[src/design/tfcc_pkg.sv]
package tfcc_pkg;

    localparam int unsigned CFG_INDEX_W = 1;
    localparam int unsigned CFG_DATA_W  = 9;

    localparam logic [CFG_INDEX_W-1:0] CFG_SCALE_MULTIPLIER = 1'b0;
    localparam logic [CFG_INDEX_W-1:0] CFG_SCALE_OFFSET     = 1'b1;

    localparam logic [8:0]  MULT_RESET   = 9'd175;
    localparam logic [7:0]  OFFSET_RESET = 8'd45;

    localparam logic [7:0]  CRC_POLY     = 8'h31;
    localparam logic [7:0]  CRC_INIT     = 8'hFF;
    localparam logic [7:0]  CRC_XOR_OUT  = 8'h00;

    localparam logic [16:0] RAW_FULL     = 17'd65535;

    localparam logic [1:0]  POS_HIGH = 2'd0;
    localparam logic [1:0]  POS_LOW  = 2'd1;
    localparam logic [1:0]  POS_CRC  = 2'd2;

    typedef struct packed {
        logic [7:0] rx_byte;
        logic       frame_first;
    } t_in_word;

    typedef struct packed {
        logic signed [18:0] temperature_fx;
        logic [15:0]        raw_reading;
        logic               frame_status;
    } t_out_word;

    function automatic logic [7:0] crc8_update(input logic [7:0] crc, input logic [7:0] data);
        logic [7:0] c;
        c = crc ^ data;
        for (int i = 0; i < 8; i++) begin
            if (c[7]) begin
                c = {c[6:0], 1'b0} ^ CRC_POLY;
            end else begin
                c = {c[6:0], 1'b0};
            end
        end
        return c;
    endfunction

endpackage

[src/design/temp_frame_crc_check_convert_top.sv]
// Checks and converts three-byte temperature sensor replies: high data byte, low data byte,
// then a CRC-8 (polynomial 0x31, start 0xFF, no final xor). A word with frame_first set
// always starts a new reply. On the CRC byte one result word comes out: the raw reading,
// a status bit (1 on CRC mismatch) and, when the CRC matches, the temperature in
// 1/512 degree as floor(512*multiplier*raw/65535) - 512*offset, wrapped to 19 bits;
// 0 on mismatch. One byte is taken every clock cycle while o_in_stall is low. The path is
// three registers deep (input register, CRC and multiply stage, divide-and-offset output
// register), which each result passes through in that order; empty stages close up, so
// bytes keep flowing while a result waits. Scale registers may only be written while idle.
module temp_frame_crc_check_convert_top (
    input  logic                                    i_clk,
    input  logic                                    i_rst_n,
    input  logic                                    i_cfg_we,
    input  logic [tfcc_pkg::CFG_INDEX_W-1:0]        i_cfg_index,
    input  logic [tfcc_pkg::CFG_DATA_W-1:0]         i_cfg_data,
    input  logic                                    i_in_valid,
    output logic                                    o_in_stall,
    input  tfcc_pkg::t_in_word                      i_in_word,
    output logic                                    o_out_valid,
    input  logic                                    i_out_stall,
    output tfcc_pkg::t_out_word                     o_out_word
);
    import tfcc_pkg::*;

    logic [8:0]  r_mult;
    logic [7:0]  r_off;

    logic        r_a_valid;
    t_in_word    r_a_word;

    logic [1:0]  r_pos,  n_pos;
    logic [7:0]  r_crc,  n_crc;
    logic [7:0]  r_high, n_high;
    logic [7:0]  r_low,  n_low;

    logic        r_b_valid, n_b_valid;
    logic [24:0] r_b_prod,  n_b_prod;
    logic [15:0] r_b_raw,   n_b_raw;
    logic        r_b_err,   n_b_err;

    logic        r_c_valid;
    t_out_word   r_c_word, n_c_word;

    logic        en_a, en_b, en_c;
    logic [1:0]  pos;
    logic [15:0] raw;

    logic [33:0] x;
    logic [17:0] q0;
    logic [18:0] r0;
    logic [2:0]  q1;
    logic [16:0] r1;
    logic        corr;
    logic [17:0] quot;
    logic [18:0] temp;

    assign en_c = !r_c_valid || !i_out_stall;
    assign en_b = !r_b_valid || en_c;
    assign en_a = !r_a_valid || en_b;

    assign o_in_stall  = !en_a;
    assign o_out_valid = r_c_valid;
    assign o_out_word  = r_c_word;

    // configuration
    always_ff @(posedge i_clk) begin
        if (!i_rst_n) begin
            r_mult <= MULT_RESET;
            r_off  <= OFFSET_RESET;
        end else if (i_cfg_we) begin
            case (i_cfg_index)
                CFG_SCALE_MULTIPLIER: r_mult <= i_cfg_data;
                CFG_SCALE_OFFSET:     r_off  <= i_cfg_data[7:0];
                default: ;
            endcase
        end
    end

    // input register
    always_ff @(posedge i_clk) begin
        if (!i_rst_n) begin
            r_a_valid <= 1'b0;
        end else if (en_a) begin
            r_a_valid <= i_in_valid;
        end
    end

    always_ff @(posedge i_clk) begin
        if (en_a) begin
            r_a_word <= i_in_word;
        end
    end

    // frame tracking, crc and multiply
    assign pos = r_a_word.frame_first ? POS_HIGH : r_pos;
    assign raw = {r_high, r_low};

    always_comb begin
        n_pos     = r_pos;
        n_crc     = r_crc;
        n_high    = r_high;
        n_low     = r_low;
        n_b_valid = 1'b0;
        n_b_prod  = 25'(r_mult) * 25'(raw);
        n_b_raw   = raw;
        n_b_err   = ((r_crc ^ CRC_XOR_OUT) != r_a_word.rx_byte);
        case (pos)
            POS_LOW: begin
                n_low = r_a_word.rx_byte;
                n_crc = crc8_update(r_crc, r_a_word.rx_byte);
                n_pos = POS_CRC;
            end
            POS_CRC: begin
                n_b_valid = 1'b1;
                n_crc     = CRC_INIT;
                n_pos     = POS_HIGH;
            end
            default: begin
                n_high = r_a_word.rx_byte;
                n_crc  = crc8_update(CRC_INIT, r_a_word.rx_byte);
                n_pos  = POS_LOW;
            end
        endcase
    end

    always_ff @(posedge i_clk) begin
        if (!i_rst_n) begin
            r_pos     <= POS_HIGH;
            r_crc     <= CRC_INIT;
            r_high    <= 8'd0;
            r_low     <= 8'd0;
            r_b_valid <= 1'b0;
        end else if (en_b) begin
            r_b_valid <= r_a_valid && n_b_valid;
            if (r_a_valid) begin
                r_pos  <= n_pos;
                r_crc  <= n_crc;
                r_high <= n_high;
                r_low  <= n_low;
            end
        end
    end

    always_ff @(posedge i_clk) begin
        if (en_b && r_a_valid && n_b_valid) begin
            r_b_prod <= n_b_prod;
            r_b_raw  <= n_b_raw;
            r_b_err  <= n_b_err;
        end
    end

    // divide by 65535 via end-around folding, then remove the offset
    assign x    = {r_b_prod, 9'd0};
    assign q0   = x[33:16];
    assign r0   = {3'd0, x[15:0]} + {1'b0, q0};
    assign q1   = r0[18:16];
    assign r1   = {1'b0, r0[15:0]} + {14'd0, q1};
    assign corr = (r1 >= RAW_FULL);
    assign quot = q0 + {15'd0, q1} + {17'd0, corr};
    assign temp = {1'b0, quot} - {2'b0, r_off, 9'd0};

    always_comb begin
        n_c_word.temperature_fx = r_b_err ? 19'sd0 : $signed(temp);
        n_c_word.raw_reading    = r_b_raw;
        n_c_word.frame_status   = r_b_err;
    end

    always_ff @(posedge i_clk) begin
        if (!i_rst_n) begin
            r_c_valid <= 1'b0;
        end else if (en_c) begin
            r_c_valid <= r_b_valid;
        end
    end

    always_ff @(posedge i_clk) begin
        if (en_c && r_b_valid) begin
            r_c_word <= n_c_word;
        end
    end

endmodule

[config.mk]
export PLATFORM = sky130hd
export DESIGN_NAME = temp_frame_crc_check_convert_top
export DESIGN_NICKNAME = d
export VERILOG_FILES = /design/src/design/tfcc_pkg.sv /design/src/design/temp_frame_crc_check_convert_top.sv
export SDC_FILE = /design/constraint.sdc
export NUM_CORES = 1
export LEC_CHECK = 0
export CAP_MARGIN = 25
export CORE_MARGIN = 1.5
export CORE_UTILIZATION = 55
export DETAILED_ROUTE_END_ITERATION = 12
export DONT_BUFFER_PORTS = 1
export PLACE_DENSITY_LB_ADDON = 0.15
export SKIP_LAST_GASP = 1
export SYNTH_ARGS = -nofsm -noshare
export SYNTH_HDL_FRONTEND = slang
export SYNTH_SLANG_ARGS = --single-unit
export TNS_END_PERCENT = 1
[constraint.sdc]
create_clock -name i_clk -period 11.8 [get_ports i_clk]
set_clock_uncertainty 0.1 [all_clocks]
set_input_delay 0.59 -clock i_clk [delete_from_list [all_inputs] [get_ports i_clk]]
set_output_delay 0.59 -clock i_clk [all_outputs]
set_load 0.02 [all_outputs]
==> results.md <==
* Outcome: completed
* Mapped Nets at 1248
* Initial core utilization at a little under three fifths
* Max Clock Freq at 134 MHz
* Initial antenna violation count at 0
* Initial DRC count at 471
* FF-to-FF End: o_out_word[33]$_SDFFCE_PP0P_
* Core Rows at 50
* Pleak at 0.00495 µW
* Metal2 WL at a little over 10000 µm
* Worst setup EP type: flop
* CP required at 11.88 ns
* Critical path fanouts, max at 6
* Synth cell types at 63
* Max-cap violations at 0
* Int Pwr at around 870 µW
* First-pass GRT wire length at 36900 µm
* Yosys warnings at 0
* Post-synthesis register bit count at 133
* Setup_tns at 0 ns
* Pin count of the biggest net entering global routing at 47
* Vias/cell at 5.64
* Reg area at roughly 3500 µm²
* Hold Startpoint: i_rst_n
* WL met1 at 10300 µm
* Core box area at 18700 µm²
* Most common cell after layout, fill and taps aside: nand2_1
* CTS Hold Bufs at 0
* Vias at around 7100
* Residual DRC at 0
* Clock Power Share at 42.4%
* TritonCTS clock tree: done
* Async S/R FF share, synth at 0%
* WS Path Type: reg -> reg
* Critical R2R Launch: r_b_prod[16]$_DFFE_PP_
* Post-CTS setup buffers at 0
* Die area at about 20000 µm²
* Hold path depth at 1
* Routed Antenna Nets at 0
* Final Worst Setup Slack at 4.33 ns
* Crit start category: flop
* Most frequent cells in the layout: nand2_1, inv_1, fa_1
* Clock transition at the registers of the reported paths at 0.06 ns
* Buffers & Inverters on Critical Path at 1
* Part of the Yosys area used for sequential elements at 33.6%
* Detailed Route WL at 21800 µm
* P_sw at roughly 330 µW
* Area Overhead vs Synth at 6.29%
* Die H at 141 µm
* Number of antenna diodes at 0
* Total power at 1210 µW
* Min cycle time layout at around 7.5 ns
* Metal3 WL at between 1000 and 1500 µm
* Max rail drop VDD at around 0.000087 V
* Root Driver: clkbuf_16
* Final HPWL DP at 16400 µm
* Port bufs at 0
* GRT overflow at 0
* Fin nets at 1211
* Setup WS pre-CTS at approximately 4.5 ns
* Sequential power share at 43.7%
* Synth Cell Area at 10500 µm²
* Cell Pwr Density at approximately 110 nW/µm²
* WHS Endpoint: r_crc[2]$_SDFFE_PN1P_
* Placed cell count at 1232
* Finished Layout Cells at about 1300
* Max Buffers Root-to-Sink at 2
* Synth top area cells: edfxtp_1, fa_1, dfxtp_1
* Slew Viols, Final at 0
* Mean post-synth cell area at 9.96 µm²
* Final setup violation count at 0
* Post-synth top area cell: edfxtp_1
* Crit-path leading delay family: compound AO/OA/AOI/OAI gates
* Area of the multi-input gates at around 6300 µm²
* Gpl congestion at 0.863
* Final hold vios at 0
* Boundary pin count at 62
* Share of cells above drive strength 1 at under 10%
* Worst-Margin Slew at slightly below 0.8 ns
* Tcrit/Tclk final at 63.3%
* Sw frac at 27.6%
* Reg2Reg Depth at 30
* Via count of the first global-routing pass at 7185
* CTS H-tree lvls at 4
* Crit path DAT at 7.54 ns
* Combinational power share at 13.8%
* Clock sink count at between 100 and 150
* Die width at 141 µm
* Top FF cell, synth: edfxtp_1
* Num CTS Buffers at 17
* Post-CTS Resized at 0
* Syn Inst Count at 1055
* Routed WL per cell at ~17 µm
* Worst path slowest cell: fa_1
* FILL cells at around 1600
* Worst Hold Class: in -> reg
* Final Util at 59.7%
* Slew HR at 47.0%
* Gr usage total at a little under a quarter
* Synth top area share at 24.9%
* Max Used Layer: met4
* EDFF count, synth at 87
* RSZ-0062 raised after global routing: false
* Flop2flop setup slack at around 4.3 ns
* Worst path max stage delay at 0.43 ns
* Worst-Skew Late Latency at 0.43 ns
* 1st-pass router iterations at 4
## cells by family after synthesis
logic type	Yosys count	share of synthesized area [%]
simple gates	365	16.4
buf+inv	177	6.55
fa+ha+maj	169	27.6
compound gates	135	8.80
flops	133	33.6
xor+xnor	74	6.82
mux	2	0.214
## power by group through the flow
stage               Sequential [µW]  Combinational (µW)  Clock (µW)
CTS                             528                 168         522
global placement                537                 164           0
finish                          529                 167         513
detailed placement              538                 167           0
floorplan                       519                 147           0
global route                    530                 190         541
## synth_stat cells, types with 18 or more instances
| cell | instances |
|---|---|
| nand2_1 | 171 |
| inv_1 | 119 |
| fa_1 | 104 |
| edfxtp_1 | 87 |
| ha_1 | 65 |
| and2_1 | 57 |
| clkbuf_1 | 49 |
| dfxtp_1 | 46 |
| nand3_1 | 42 |
| xnor2_1 | 42 |
| nor2_1 | 34 |
| a21oi_1 | 29 |
| a21boi_0 | 27 |
| xor2_1 | 27 |
| o21ai_0 | 18 |
## how the worst max path moves through the flow
stage,slack (ns),cells after the start,start,end
after floorplan,5.17,30,r_b_prod[16]$_DFFE_PP_,o_out_word[33]$_SDFFCE_PP0P_
after global placement,4.66,30,r_b_prod[16]$_DFFE_PP_,o_out_word[33]$_SDFFCE_PP0P_
after detailed placement,4.45,30,r_b_prod[16]$_DFFE_PP_,o_out_word[33]$_SDFFCE_PP0P_
after CTS,4.43,30,r_b_prod[16]$_DFFE_PP_,o_out_word[33]$_SDFFCE_PP0P_
after global routing,3.77,30,r_b_prod[16]$_DFFE_PP_,o_out_word[33]$_SDFFCE_PP0P_
final,4.33,30,r_b_prod[16]$_DFFE_PP_,o_out_word[33]$_SDFFCE_PP0P_
## registers in the layout (all words and copies together), names as in the netlist, 8 cells and up
name        count
r_high          8
r_b_prod       25
r_a_word        9
r_off           8
r_low           8
r_crc           8
o_out_word     36
r_mult          9
r_b_raw        16
## stage by stage
step           hold WS [ns]  cell area, µm²
5_1_grt               0.133           11200
6_report              0.137           11200
2_1_floorplan         0.300           10500
4_1_cts               0.117           11100
3_5_place_dp          0.305           10600
3_3_place_gp          0.305           10600
## metal layers
metal / up-vias / track usage (%)
met1: 3524 / 33.2
met3: 25 / 4.69
met5: - / 0
met2: 189 / 38.6
met4: 0 / 7.13
li1: 3395 / -
## cell type report
class	count	share of cell area (%)
clock buffers	18	3.84
clock inverters	14	1.25
inverters	119	4.00
multi-input cells	745	56.4
flip-flops and latches	133	31.6
well taps	234	2.62
repair buffers	2	0.246
(Power assumes the default switching activity.)
